--- src/sv/mmss_pkg.sv ---
`timescale 1ns / 1ps
// shared types, constants and digit helpers for the mm:ss set-and-count timer
// no dependencies

package mmss_pkg;

    localparam int ADC_BITS  = 10;
    localparam int POT_W     = 10;
    localparam int CNT_W     = 6;
    localparam int SEG_W     = 7;
    localparam int LED_W     = 4;
    localparam int IN_DATA_W = 16;
    localparam int OUT_DATA_W = 40;

    localparam logic [CNT_W-1:0] SEC_LAST  = 6'd59;
    localparam logic [5:0]       POT_SCALE = 6'd60;

    typedef enum logic [2:0] {
        PH_IDLE    = 3'd0,
        PH_ARM_MIN = 3'd1,
        PH_SET_MIN = 3'd2,
        PH_ARM_SEC = 3'd3,
        PH_SET_SEC = 3'd4,
        PH_ARM_RUN = 3'd5,
        PH_COUNT   = 3'd6
    } t_phase;

    typedef struct packed {
        t_phase            phase;
        logic [CNT_W-1:0]  minutes;
        logic [CNT_W-1:0]  seconds;
    } t_shown;

    localparam logic [SEG_W-1:0] SEG_TABLE [10] = '{
        7'h7E, 7'h30, 7'h6D, 7'h79, 7'h33, 7'h5B, 7'h5F, 7'h70, 7'h7F, 7'h7B
    };

    function automatic logic [SEG_W-1:0] seg_of(input logic [3:0] d);
        logic [SEG_W-1:0] s;
        s = 7'h00;
        if (d < 4'd10) begin
            s = SEG_TABLE[d];
        end
        return s;
    endfunction

    function automatic logic [2:0] tens_of(input logic [CNT_W-1:0] v);
        logic [2:0] t;
        if (v >= 6'd60)      t = 3'd6;
        else if (v >= 6'd50) t = 3'd5;
        else if (v >= 6'd40) t = 3'd4;
        else if (v >= 6'd30) t = 3'd3;
        else if (v >= 6'd20) t = 3'd2;
        else if (v >= 6'd10) t = 3'd1;
        else                 t = 3'd0;
        return t;
    endfunction

    function automatic logic [3:0] ones_of(input logic [CNT_W-1:0] v);
        logic [CNT_W-1:0] r;
        case (tens_of(v))
            3'd6:    r = v - 6'd60;
            3'd5:    r = v - 6'd50;
            3'd4:    r = v - 6'd40;
            3'd3:    r = v - 6'd30;
            3'd2:    r = v - 6'd20;
            3'd1:    r = v - 6'd10;
            default: r = v;
        endcase
        return r[3:0];
    endfunction

endpackage

--- src/sv/set_and_count_minute_second_timer.sv ---
`timescale 1ns / 1ps
// mm:ss set-and-count timer: input register, sequencer, display decode, output register
// depends on mmss_pkg, mmss_ctrl, mmss_disp
//
// usage
// - slave channel s_*: one sample per transfer (set button level, pot reading, tick)
// - master channel m_*: one result per sample, four seven-segment patterns,
//   phase leds and the counting flag
// - the button steps the phases on alternating levels; the pot sets minutes,
//   then seconds; the sixth step latches the limits and counting starts,
//   one second per tick, back to idle one tick after the limits are shown
// - the sample is registered in the input register and its result in the
//   output register; a stalled master side can hold it in between
// - one sample per cycle while the master side takes results; the sequencer
//   state updates in a single pass between input and output register
// - a stalled master side holds the result; the input register keeps
//   taking a sample while the output register is empty or being drained,
//   so s_tready follows m_tready when both stages are full
// - reset (synchronous, active low) empties both stages and returns to
//   idle with counters and limits at zero

module set_and_count_minute_second_timer (
    input  logic                               i_clk,
    input  logic                               i_rst_n,
    input  logic                               s_tvalid,
    output logic                               s_tready,
    // set_button[0], pot_reading[10:1], tick[11], zero[15:12]
    input  logic [mmss_pkg::IN_DATA_W-1:0]     s_tdata,
    output logic                               m_tvalid,
    input  logic                               m_tready,
    // min_tens_seg[6:0], min_ones_seg[13:7], sec_tens_seg[20:14],
    // sec_ones_seg[27:21], phase_leds[31:28], counting[32], zero[39:33]
    output logic [mmss_pkg::OUT_DATA_W-1:0]    m_tdata
);

    logic                                r_in_valid;
    logic [mmss_pkg::IN_DATA_W-1:0]      r_in_data;
    logic                                r_out_valid;
    logic [mmss_pkg::OUT_DATA_W-1:0]     r_out_data;
    logic                                step;
    mmss_pkg::t_shown                    shown;
    logic [mmss_pkg::SEG_W-1:0]          min_tens_seg, min_ones_seg;
    logic [mmss_pkg::SEG_W-1:0]          sec_tens_seg, sec_ones_seg;
    logic [mmss_pkg::LED_W-1:0]          phase_leds;
    logic                                counting;

    assign step     = r_in_valid && (!r_out_valid || m_tready);
    assign s_tready = !r_in_valid || step;
    assign m_tvalid = r_out_valid;
    assign m_tdata  = r_out_data;

    mmss_ctrl u_ctrl (
        .i_clk         (i_clk),
        .i_rst_n       (i_rst_n),
        .i_step        (step),
        .i_set_button  (r_in_data[0]),
        .i_pot_reading (r_in_data[10:1]),
        .i_tick        (r_in_data[11]),
        .o_shown       (shown)
    );

    mmss_disp u_disp (
        .i_shown        (shown),
        .o_min_tens_seg (min_tens_seg),
        .o_min_ones_seg (min_ones_seg),
        .o_sec_tens_seg (sec_tens_seg),
        .o_sec_ones_seg (sec_ones_seg),
        .o_phase_leds   (phase_leds),
        .o_counting     (counting)
    );

    // stage valids
    always_ff @(posedge i_clk) begin
        if (!i_rst_n) begin
            r_in_valid  <= 1'b0;
            r_out_valid <= 1'b0;
        end else begin
            if (s_tready) begin
                r_in_valid <= s_tvalid;
            end
            if (step) begin
                r_out_valid <= 1'b1;
            end else if (m_tready) begin
                r_out_valid <= 1'b0;
            end
        end
    end

    // stage payloads
    always_ff @(posedge i_clk) begin
        if (s_tready && s_tvalid) begin
            r_in_data <= s_tdata;
        end
        if (step) begin
            r_out_data <= {7'd0, counting, phase_leds, sec_ones_seg, sec_tens_seg,
                           min_ones_seg, min_tens_seg};
        end
    end

endmodule

--- src/sv/mmss_ctrl.sv ---
`timescale 1ns / 1ps
// phase sequencer, minute/second counters and limits of the timer
// depends on mmss_pkg

module mmss_ctrl (
    input  logic                        i_clk,
    input  logic                        i_rst_n,
    input  logic                        i_step,
    input  logic                        i_set_button,
    input  logic [mmss_pkg::POT_W-1:0]  i_pot_reading,
    input  logic                        i_tick,
    output mmss_pkg::t_shown            o_shown
);

    mmss_pkg::t_phase              r_phase, n_phase;
    logic [mmss_pkg::CNT_W-1:0]    r_minutes, n_minutes;
    logic [mmss_pkg::CNT_W-1:0]    r_seconds, n_seconds;
    logic [mmss_pkg::CNT_W-1:0]    r_minute_limit, n_minute_limit;
    logic [mmss_pkg::CNT_W-1:0]    r_second_limit, n_second_limit;

    logic                          at_limit;
    logic                          btn_move;
    logic [mmss_pkg::POT_W-1:0]    pot_masked;
    logic [15:0]                   pot_prod;
    logic [mmss_pkg::CNT_W-1:0]    pot_scaled;

    assign at_limit   = (r_minutes == r_minute_limit) && (r_seconds == r_second_limit);
    assign btn_move   = r_phase[0] ? !i_set_button : i_set_button;
    assign pot_masked = i_pot_reading
                        & mmss_pkg::POT_W'((1 << mmss_pkg::ADC_BITS) - 1);
    assign pot_prod   = 16'(pot_masked) * 16'(mmss_pkg::POT_SCALE);
    assign pot_scaled = mmss_pkg::CNT_W'(pot_prod >> mmss_pkg::ADC_BITS);

    // next phase
    always_comb begin
        n_phase = r_phase;
        unique case (r_phase)
            mmss_pkg::PH_COUNT: begin
                if (i_tick && at_limit) begin
                    n_phase = mmss_pkg::PH_IDLE;
                end
            end
            mmss_pkg::PH_IDLE,
            mmss_pkg::PH_ARM_MIN,
            mmss_pkg::PH_SET_MIN,
            mmss_pkg::PH_ARM_SEC,
            mmss_pkg::PH_SET_SEC,
            mmss_pkg::PH_ARM_RUN: begin
                if (btn_move) begin
                    n_phase = mmss_pkg::t_phase'(r_phase + 3'd1);
                end
            end
            default: begin
                n_phase = mmss_pkg::PH_IDLE;
            end
        endcase
    end

    // counters and limits
    always_comb begin
        n_minutes      = r_minutes;
        n_seconds      = r_seconds;
        n_minute_limit = r_minute_limit;
        n_second_limit = r_second_limit;
        if (r_phase == mmss_pkg::PH_COUNT) begin
            if (i_tick && !at_limit) begin
                if (r_seconds >= mmss_pkg::SEC_LAST) begin
                    n_seconds = '0;
                    n_minutes = r_minutes + 6'd1;
                end else begin
                    n_seconds = r_seconds + 6'd1;
                end
            end
        end else begin
            unique case (n_phase)
                mmss_pkg::PH_SET_MIN: n_minutes = pot_scaled;
                mmss_pkg::PH_SET_SEC: n_seconds = pot_scaled;
                mmss_pkg::PH_COUNT: begin
                    n_minute_limit = r_minutes;
                    n_second_limit = r_seconds;
                    n_minutes      = '0;
                    n_seconds      = '0;
                end
                default: ;
            endcase
        end
    end

    always_comb begin
        o_shown.phase = n_phase;
        if (n_phase == mmss_pkg::PH_IDLE) begin
            o_shown.minutes = n_minute_limit;
            o_shown.seconds = n_second_limit;
        end else begin
            o_shown.minutes = n_minutes;
            o_shown.seconds = n_seconds;
        end
    end

    always_ff @(posedge i_clk) begin
        if (!i_rst_n) begin
            r_phase        <= mmss_pkg::PH_IDLE;
            r_minutes      <= '0;
            r_seconds      <= '0;
            r_minute_limit <= '0;
            r_second_limit <= '0;
        end else if (i_step) begin
            r_phase        <= n_phase;
            r_minutes      <= n_minutes;
            r_seconds      <= n_seconds;
            r_minute_limit <= n_minute_limit;
            r_second_limit <= n_second_limit;
        end
    end

    a_count_entry_clears: assert property (@(posedge i_clk) disable iff (!i_rst_n)
        i_step && r_phase == mmss_pkg::PH_ARM_RUN && n_phase == mmss_pkg::PH_COUNT
        |=> r_minutes == '0 && r_seconds == '0)
        else $error("counters not cleared on entering count");

    a_count_seconds_range: assert property (@(posedge i_clk) disable iff (!i_rst_n)
        r_phase == mmss_pkg::PH_COUNT |-> r_seconds <= mmss_pkg::SEC_LAST)
        else $error("seconds out of range while counting");

    a_limit_ends_run: assert property (@(posedge i_clk) disable iff (!i_rst_n)
        i_step && r_phase == mmss_pkg::PH_COUNT && i_tick && at_limit
        |=> r_phase == mmss_pkg::PH_IDLE)
        else $error("run did not end at the limits");

endmodule

--- src/sv/mmss_disp.sv ---
`timescale 1ns / 1ps
// seven-segment digit decode and phase indicators of the timer
// depends on mmss_pkg

module mmss_disp (
    input  mmss_pkg::t_shown              i_shown,
    output logic [mmss_pkg::SEG_W-1:0]    o_min_tens_seg,
    output logic [mmss_pkg::SEG_W-1:0]    o_min_ones_seg,
    output logic [mmss_pkg::SEG_W-1:0]    o_sec_tens_seg,
    output logic [mmss_pkg::SEG_W-1:0]    o_sec_ones_seg,
    output logic [mmss_pkg::LED_W-1:0]    o_phase_leds,
    output logic                          o_counting
);

    assign o_min_tens_seg = mmss_pkg::seg_of({1'b0, mmss_pkg::tens_of(i_shown.minutes)});
    assign o_min_ones_seg = mmss_pkg::seg_of(mmss_pkg::ones_of(i_shown.minutes));
    assign o_sec_tens_seg = mmss_pkg::seg_of({1'b0, mmss_pkg::tens_of(i_shown.seconds)});
    assign o_sec_ones_seg = mmss_pkg::seg_of(mmss_pkg::ones_of(i_shown.seconds));

    always_comb begin
        o_counting = 1'b0;
        unique case (i_shown.phase) inside
            mmss_pkg::PH_IDLE, mmss_pkg::PH_ARM_MIN:    o_phase_leds = 4'b0001;
            mmss_pkg::PH_SET_MIN, mmss_pkg::PH_ARM_SEC: o_phase_leds = 4'b0010;
            mmss_pkg::PH_SET_SEC, mmss_pkg::PH_ARM_RUN: o_phase_leds = 4'b0100;
            mmss_pkg::PH_COUNT: begin
                o_phase_leds = 4'b1000;
                o_counting   = 1'b1;
            end
            default: o_phase_leds = 4'b0001;
        endcase
    end

endmodule

--- config.mk ---
export PLATFORM = sky130hd
export DESIGN_NAME = set_and_count_minute_second_timer
export DESIGN_NICKNAME = d
export VERILOG_FILES = /design/src/sv/mmss_pkg.sv /design/src/sv/set_and_count_minute_second_timer.sv /design/src/sv/mmss_ctrl.sv /design/src/sv/mmss_disp.sv
export SDC_FILE = /design/constraint.sdc
export NUM_CORES = 1
export LEC_CHECK = 0
export ABC_AREA = 1
export BUFFER_PORTS_ARGS = -buffer_cell sky130_fd_sc_hd__buf_2
export CORE_MARGIN = 4
export CORE_UTILIZATION = 60
export CTS_CLUSTER_SIZE = 10
export DETAILED_ROUTE_END_ITERATION = 7
export PLACE_DENSITY_LB_ADDON = 0.1
export SLEW_MARGIN = 20
export SYNTH_ARGS = -nofsm -noshare
export SYNTH_HDL_FRONTEND = slang
export SYNTH_SLANG_ARGS = --single-unit
--- constraint.sdc ---
create_clock -name i_clk -period 11.75 [get_ports i_clk]
set_input_delay 0 -clock i_clk [delete_from_list [all_inputs] [get_ports i_clk]]
set_output_delay 0 -clock i_clk [all_outputs]
set_load 0.01 [all_outputs]
## Word level (Yosys, flattened, before mapping)

Memory sizes are Yosys's and may differ from the RTL's. A register that Yosys moved wholly into a read port is not among the register bits.
Cells that the tools add are included.

| cells by class | value |
|---|---|
| reductions and logical operators | 21 |
| multiplexer cells | 35 |
| equality and inequality tests | 25 |
| bitwise gates (word level) | 4 |
| $lt $le $gt $ge | 17 |
| $mul | 1 |
| $add $sub $neg | 15 |

Operators with widths:

| cell | number |
|---|---|
| $mux W6 | 10 |
| $pmux W4 S6 | 2 |
| $ge A6 B6 Y1 const B | 7 |
| $eq A3 B3 Y1 const B | 12 |
| $mux W3 | 12 |
| $sub A4 B4 Y4 const B | 8 |
| $eq A3 B2 Y1 const B | 8 |
| $ge A6 B5 Y1 const B | 4 |
| $pmux W6 S2 | 2 |
| $mul A10 B4 Y14 const B | 1 |
| $add A6 B1 Y6 const B | 2 |
| $eq A6 B6 Y1 | 2 |
| $ge A6 B4 Y1 const B | 2 |
| $mux W12 | 1 |
| $pmux W4 S3 | 1 |
| $not A3 Y5 | 2 |
| $not A4 Y5 | 2 |
| $eq A3 B1 Y1 const B | 3 |
| $logic_not A1 Y1 | 8 |
| $lt A3 B4 Y1 const B | 2 |
| $lt A4 B4 Y1 const B | 2 |
| $sub A4 B2 Y4 const B | 2 |
| $sub A4 B3 Y4 const B | 2 |
| $logic_not A3 Y1 | 2 |
| 8 further kinds | 19 |

| word-level totals | value |
|---|---|
| ROM bits | 448 |
| memories | 4 |
| word-level logic and storage cells | 131 |
| input port bits | 20 |
| output and inout port bits | 42 |
| register bits after elaboration | 46 |

Memories:

| name | depth | bits a word | rd ports | clocked after Yosys merged registers in | wr ports | RTL line | text |
|---|---|---|---|---|---|---|---|
| (no name shown) | 16 | 7 | 1 | 1 | 0 | mmss_pkg.sv:42 | `s = SEG_TABLE[d];` |
| (no name shown) | 16 | 7 | 1 | 1 | 0 | mmss_pkg.sv:42 |  |
| (no name shown) | 16 | 7 | 1 | 1 | 0 | mmss_pkg.sv:42 |  |
| (no name shown) | 16 | 7 | 1 | 1 | 0 | mmss_pkg.sv:42 |  |

## Logic depth before layout (Yosys ltp)

| logic depth | value |
|---|---|
| depth after elaboration | 20 |
| mapped depth | 39 |
| depth with buffers taken out | 39 |

## By module

From an unflattened synthesis, not the netlist that was laid out.

| second synthesis, totals | value |
|---|---|
| cells, all modules | 842 |
| area, all modules | 6,140.9 µm² |

By module, submodules not included:

| module | area each (µm²) | seq. area each (µm²) | cells each | times used |
|---|---|---|---|---|
| mmss_ctrl | 3,279.4 | 540.5 | 538 | 1 |
| set_and_count_minute_second_timer | 1,502.7 | 1,391.3 | 66 | 1 |
| mmss_disp | 1,358.8 | 0.0 | 238 | 1 |

## Least setup slack after synthesis

No wires, ideal clock.

| path | value |
|---|---|
| path type | register to register |
| start | reg r_in_data[8] (netlist bit) |
| end | reg r_out_data (netlist bit m_tdata[8]), data pin |
| period minus slack after synthesis | 5.145 ns |
| arrival time | 4.893 ns |
| path buffers | 1 |
| stages on the path, launching flop included | 38 |
| slack | 6.605 ns |
| setup time | 0.252 ns |
| required time | 11.498 ns |
| path through | edfxtp_1 inv_1 fa_1 inv_1 fa_1 ha_1 a21oi_1 nor2_1 a211oi_1 nand3_1 nand2_1 nand2_1 inv_1 nand2_1 nand3_1 nand2_1 nand2_1 nand2_1 (+2 left out) buf_8 nand2_1 o21ai_0 nand2_1 inv_1 ha_1 nand2_4 inv_1 fa_1 inv_1 nand2_1 o21ai_1 inv_2 nand2_2 nand2_1 nand2_1 nor2_1 nor2_2 |

| between the ends | value |
|---|---|
| cells in the longest elaborated chain, start to end | 15 |
| elaborated cells between the ends (all ways) | 32 |
| those cells by class | add/sub (6); mul (1); order compare (7); eq/ne (6); mux (10); bitwise (1); reduce/logical (1) |

RTL lines:

| element | RTL line | text |
|---|---|---|
| start: declaration | set_and_count_minute_second_timer.sv:37 | `logic [mmss_pkg::IN_DATA_W-1:0] r_in_data;` |
| start signal: assignment | set_and_count_minute_second_timer.sv:92 | `r_in_data <= s_tdata;` |
| $mul A10 B4 Y14 (*) | mmss_ctrl.sv:31 | `assign pot_prod = 16'(pot_masked) * 16'(mmss_pkg::POT_SCALE);` |
| $pmux W6 S2 (*) | mmss_ctrl.sv:75 | `unique case (n_phase)` |
| $mux W6 (*) | mmss_ctrl.sv:65 | `if (r_phase == mmss_pkg::PH_COUNT) begin` |
| $mux W12 (*) | mmss_ctrl.sv:91 | `if (n_phase == mmss_pkg::PH_IDLE) begin` |
| $ge A6 B4 Y1 | mmss_pkg.sv:54 | `else if (v >= 6'd10) t = 3'd1;` |
| $mux W1 | mmss_pkg.sv:54 |  |
| $mux W3 | mmss_pkg.sv:53 | `else if (v >= 6'd20) t = 3'd2;` |
| $mux W3 | mmss_pkg.sv:52 | `else if (v >= 6'd30) t = 3'd3;` |
| $mux W3 | mmss_pkg.sv:51 | `else if (v >= 6'd40) t = 3'd4;` |
| $mux W3 | mmss_pkg.sv:50 | `else if (v >= 6'd50) t = 3'd5;` |
| $mux W3 | mmss_pkg.sv:49 | `if (v >= 6'd60) t = 3'd6;` |
| $eq A3 B1 Y1 (tied with other cells) | mmss_pkg.sv:61 | `case (tens_of(v))` |
| $pmux W4 S6 (*) | mmss_pkg.sv:61 |  |
| $lt A4 B4 Y1 | mmss_pkg.sv:41 | `if (d < 4'd10) begin` |
| $logic_not A1 Y1 (no source line) | -- |  |
| end: declaration | set_and_count_minute_second_timer.sv:39 | `logic [mmss_pkg::OUT_DATA_W-1:0] r_out_data;` |

Every way passes the cells marked *; elsewhere a longest branch is shown, timed or not.
A chain may end at the register's enable or synchronous reset.

## Worst setup path after layout

| path | value |
|---|---|
| start | reg u_ctrl.r_phase[0] |
| end | reg r_out_data (netlist bit m_tdata[10]), data pin |

| between the ends | value |
|---|---|
| cells in the longest elaborated chain, start to end | 18 |
| elaborated cells between the ends (all ways) | 49 |
| those cells by class | add/sub (7); order compare (7); eq/ne (14); mux (16); bitwise (1); reduce/logical (4) |

RTL lines:

| element | RTL line | text |
|---|---|---|
| start: declaration | mmss_ctrl.sv:15 | `mmss_pkg::t_phase r_phase, n_phase;` |
| start signal: assignment | mmss_ctrl.sv:102 | `r_phase <= mmss_pkg::PH_IDLE;` |
| start signal: assignment | mmss_ctrl.sv:108 | `r_phase <= n_phase;` |
| $add A3 B1 Y3 (tied with other cells) | mmss_ctrl.sv:50 | `n_phase = mmss_pkg::t_phase'(r_phase + 3'd1);` |
| $mux W3 / $reduce_or A6 Y1 (equally long branches) | mmss_ctrl.sv:49, mmss_ctrl.sv:37 |  |
| $pmux W3 S2 | mmss_ctrl.sv:37 | `unique case (r_phase)` |
| $eq A3 B3 Y1 / $eq A3 B2 Y1 (equally long branches) | mmss_ctrl.sv:75 |  |
| $pmux W6 S2 / $mux W6 (equally long branches) | mmss_ctrl.sv:75 |  |
| $mux W6 | mmss_ctrl.sv:65 |  |
| $mux W12 (*) | mmss_ctrl.sv:91 |  |
| $ge A6 B4 Y1 | mmss_pkg.sv:54 |  |
| (+2 left out) | -- |  |
| $mux W3 | mmss_pkg.sv:52 |  |
| $mux W3 | mmss_pkg.sv:51 |  |
| $mux W3 | mmss_pkg.sv:50 |  |
| $mux W3 | mmss_pkg.sv:49 |  |
| $eq A3 B1 Y1 (tied with other cells) | mmss_pkg.sv:61 |  |
| $pmux W4 S6 (*) | mmss_pkg.sv:61 |  |
| $lt A4 B4 Y1 | mmss_pkg.sv:41 |  |
| $logic_not A1 Y1 (no source line) | -- |  |

Marked as above.

==> impl_metrics.env <==
export IMPL_overflow=0
export IMPL_fp_row_count=36
export IMPL_fin_nets=958
export IMPL_cpMostUsedCell="nand2_1"
export IMPL_ir_worst_vdd_uv=99.7
export IMPL_r2r_cells=31
export IMPL_die_h_microns=109
export IMPL_arrival_ps=6310
export IMPL_relSlewSlack=0.307
export IMPL_vias=5336
export IMPL_cts_tree="done"
export IMPL_setup_violations=0
export IMPL_slew_violations=0
export IMPL_grt_max_degree=56
export IMPL_coreArea_sq_um=9860
export IMPL_netlist_instances=814
export IMPL_insertedDiodeCount=0
export IMPL_drtPass1Iterations=7
export IMPL_start_util=0.623
export IMPL_startpoint="u_ctrl.r_phase[0]"
export IMPL_crit_type="reg -> reg"
export IMPL_ys_types=47
export IMPL_port_buffers=50
export IMPL_area_delta_synth_final_pct=10.4
export IMPL_dp_cells=981
export IMPL_period_minus_slack_ps=6170
export IMPL_cts_inserted_buffers=9
export IMPL_r2r_start="u_ctrl.r_phase[0]"
export IMPL_cts_resized=0
export IMPL_ant_nets=0
export IMPL_finalCritPeriodShare=0.525
export IMPL_grt_pass1_wl_microns=22100
export IMPL_power_share_clock=0.153
export IMPL_holdPathStages=3
export IMPL_start_kind="register"
export IMPL_synth_largest_area_cell="edfxtp_1"
export IMPL_yosysWarnings=0
export IMPL_yosysTopAreaCellShare=0.220
export IMPL_fillers=850
export IMPL_hold_viol=0
export IMPL_instances_no_fill=1012
export IMPL_antenna_found_initial=0
export IMPL_crit_path_end_kind="register"
export IMPL_yosysSeqAreaShare=0.314
export IMPL_synth_top_cells_by_area="edfxtp_1, nand2_1, dfxtp_1"
export IMPL_synth_area_sq_um=6150
export IMPL_viasPerCell=5.27
export IMPL_synth_seq_cells=74
export IMPL_hold_path_class="in -> reg"
export IMPL_crit_required_ps=11880
export IMPL_total_power_uw=1320
export IMPL_dpl_hpwl_microns=9750
export IMPL_worstMarginPinSlew_ps=1040
export IMPL_syn_area_per_cell_sq_um=7.55
export IMPL_grt_pass1_vias=5092
export IMPL_clk_pin_slew_ps=80
export IMPL_cts_root_buf="clkbuf_8"
export IMPL_p_int_uw=717
export IMPL_power_switching_fraction=0.459
export IMPL_routedWlPerCell_microns=12.8
export IMPL_r2r_end="m_tdata[10]"
export IMPL_track_usage=0.230
export IMPL_fmax_mhz=162
export IMPL_wirelength_microns=13000
export IMPL_detail_route_iter0_violations=369
export IMPL_seqPwrFrac=0.280
export IMPL_htree_levels=3
export IMPL_multiInputGateArea_sq_um=3550
export IMPL_postCtsSetupRepairBufs=0
export IMPL_p_leak_uw=0.00336
export IMPL_drive_gt1_frac=0.162
export IMPL_insertion_delay_ps=370
export IMPL_rsz0062_at_grt="false"
export IMPL_clockBufferDepth=2
export IMPL_power_density_nw_per_um2=195
export IMPL_critPathCapture="m_tdata[10]"
export IMPL_r2r_slack_ps=5580
export IMPL_cpPeakStageDelay_ps=680
export IMPL_drc_errors=0
export IMPL_dieArea_sq_um=11900
export IMPL_status="completed"
export IMPL_cp_slowest_cell="nor3_4"
export IMPL_drv_cap=0
export IMPL_clock_skew_ps=7.60
export IMPL_num_io_pins=62
export IMPL_tns_ps=0
export IMPL_clkSinkCount=74
export IMPL_die_w_microns=109
export IMPL_regArea_sq_um=1930
export IMPL_crit_fanout=17
export IMPL_power_switching_uw=608
export IMPL_gp_congestion=0.883
export IMPL_combPwrFrac=0.567
cell usage after synthesis, drive strengths merged:
cell type  number
nor3            9
a31oi           1
fa             18
conb            1
nand3b          2
a21boi          1
o22ai           1
xor2            9
o21ai          53
nand2         243
clkbuf          9
buf            14
a21oi          39
or2             4
nand3          60
dfxtp          29
a22oi           1
nor4            1
o211ai         16
inv           139
a211oi          6
ha             46
nand4           8
edfxtp         45
nor2           53
clkinv          3
o21a            1
xnor2           2
cells in the final DEF (no fill, tap or decap), types with 2 or more instances in the layout:
cell type      instances
xor2_1                 9
conb_1                 7
clkbuf_8               9
o21ai_1                7
inv_1                122
dfxtp_1               29
nand3b_1               2
nand3_1               51
clkinv_1               3
nor2_1                40
ha_1                  46
edfxtp_1              45
o21ai_2                3
fa_1                  18
nand2_2               15
dlygate4sd3_1         15
nor2_4                 3
o211ai_1              16
nor2_2                10
nor3_1                 7
o21ai_0               43
a21oi_2                2
nand2_1              216
xnor2_1                2
clkinvlp_4             3
nand4_1                7
a211oi_1               6
nand3_2                8
inv_2                 16
a21oi_1               37
or2_1                  2
nand2_4               12
buf_2                 50
power by group through the flow:
stage	Sequential, uW	Clock, uW	Combinational (uW)
finish	371	202	751
global route	376	214	858
CTS	372	205	754
detailed placement	378	0	745
global placement	377	0	719
floorplan	394	0	580
state kept, by name, indices dropped and copies added (netlist names):
| name | cells |
|---|---|
| m_tdata | 33 |
| r_in_data | 12 |
| u_ctrl.r_minute_limit | 6 |
| u_ctrl.r_minutes | 6 |
| u_ctrl.r_second_limit | 6 |
| u_ctrl.r_seconds | 6 |
| u_ctrl.r_phase | 3 |
| m_tvalid | 1 |
| r_in_valid | 1 |
area by class of cell:
cell class,count,area share
clock buffer,10,0.0188
clock inverter,6,0.00977
inverter,142,0.0789
multi-input combinational,581,0.523
sequential,74,0.285
tap,133,0.0245
timing repair buffer,66,0.0601
metal layers:
metal / vias up / global-route usage / wire [microns]
met5: - / 0 / 0
met4: 0 / 0.0828 / 281
met3: 36 / 0.0385 / 636
met2: 138 / 0.412 / 6610
met1: 2457 / 0.278 / 5460
li1: 2705 / - / -
repair_timing:
| item | CTS | global route |
|---|---|---|
| hold buffers | 15 | 0 |
| endpoints found under the setup margin | 0 | 0 |
| endpoints found under the hold margin | 14 | 0 |
metrics by stage:
step	hold slack, ps	utilization	worst slack, ps	area (sq um)
2_1_floorplan	98.9	-	6600	6170
3_3_place_gp	176	0.653	5810	6440
3_5_place_dp	178	0.653	5660	6440
4_1_cts	4.70	0.688	5640	6790
5_1_grt	12.7	0.688	5070	6790
6_report	6.49	0.688	5580	6790
critical path: cells and delay by family, from the launching register on:
family	cells	cell delay, ps
flip-flops	1	430
buffers and inverters	7	1370
AO/OA/AOI/OAI	2	180
AND/OR/NAND/NOR	19	2960
adder cells (fa/ha/maj)	3	960
worst min-delay path by stage:
stage | start | endpoint | slack (ps)
floorplan | s_tdata[0] | r_in_data[0] | 100
global placement | s_tdata[1] | r_in_data[1] | 180
detailed placement | s_tdata[7] | r_in_data[7] | 180
CTS | i_rst_n | u_ctrl.r_minutes[3] | 5
global route | i_rst_n | u_ctrl.r_minutes[0] | 10
finish | i_rst_n | u_ctrl.r_minutes[2] | 6
cell families (layout without fill, tap and decap cells):
group | Yosys count | in the layout | share of synthesized area
xor+xnor | 11 | 11 | 0.0157
other cells | 1 | 7 | 0.000610
compound gates | 119 | 119 | 0.112
buf+inv | 165 | 224 | 0.112
fa+ha+maj | 64 | 64 | 0.152
simple gates | 380 | 380 | 0.293
flops | 74 | 74 | 0.314
No activity file was read; power rests on OpenSTA's default activity.
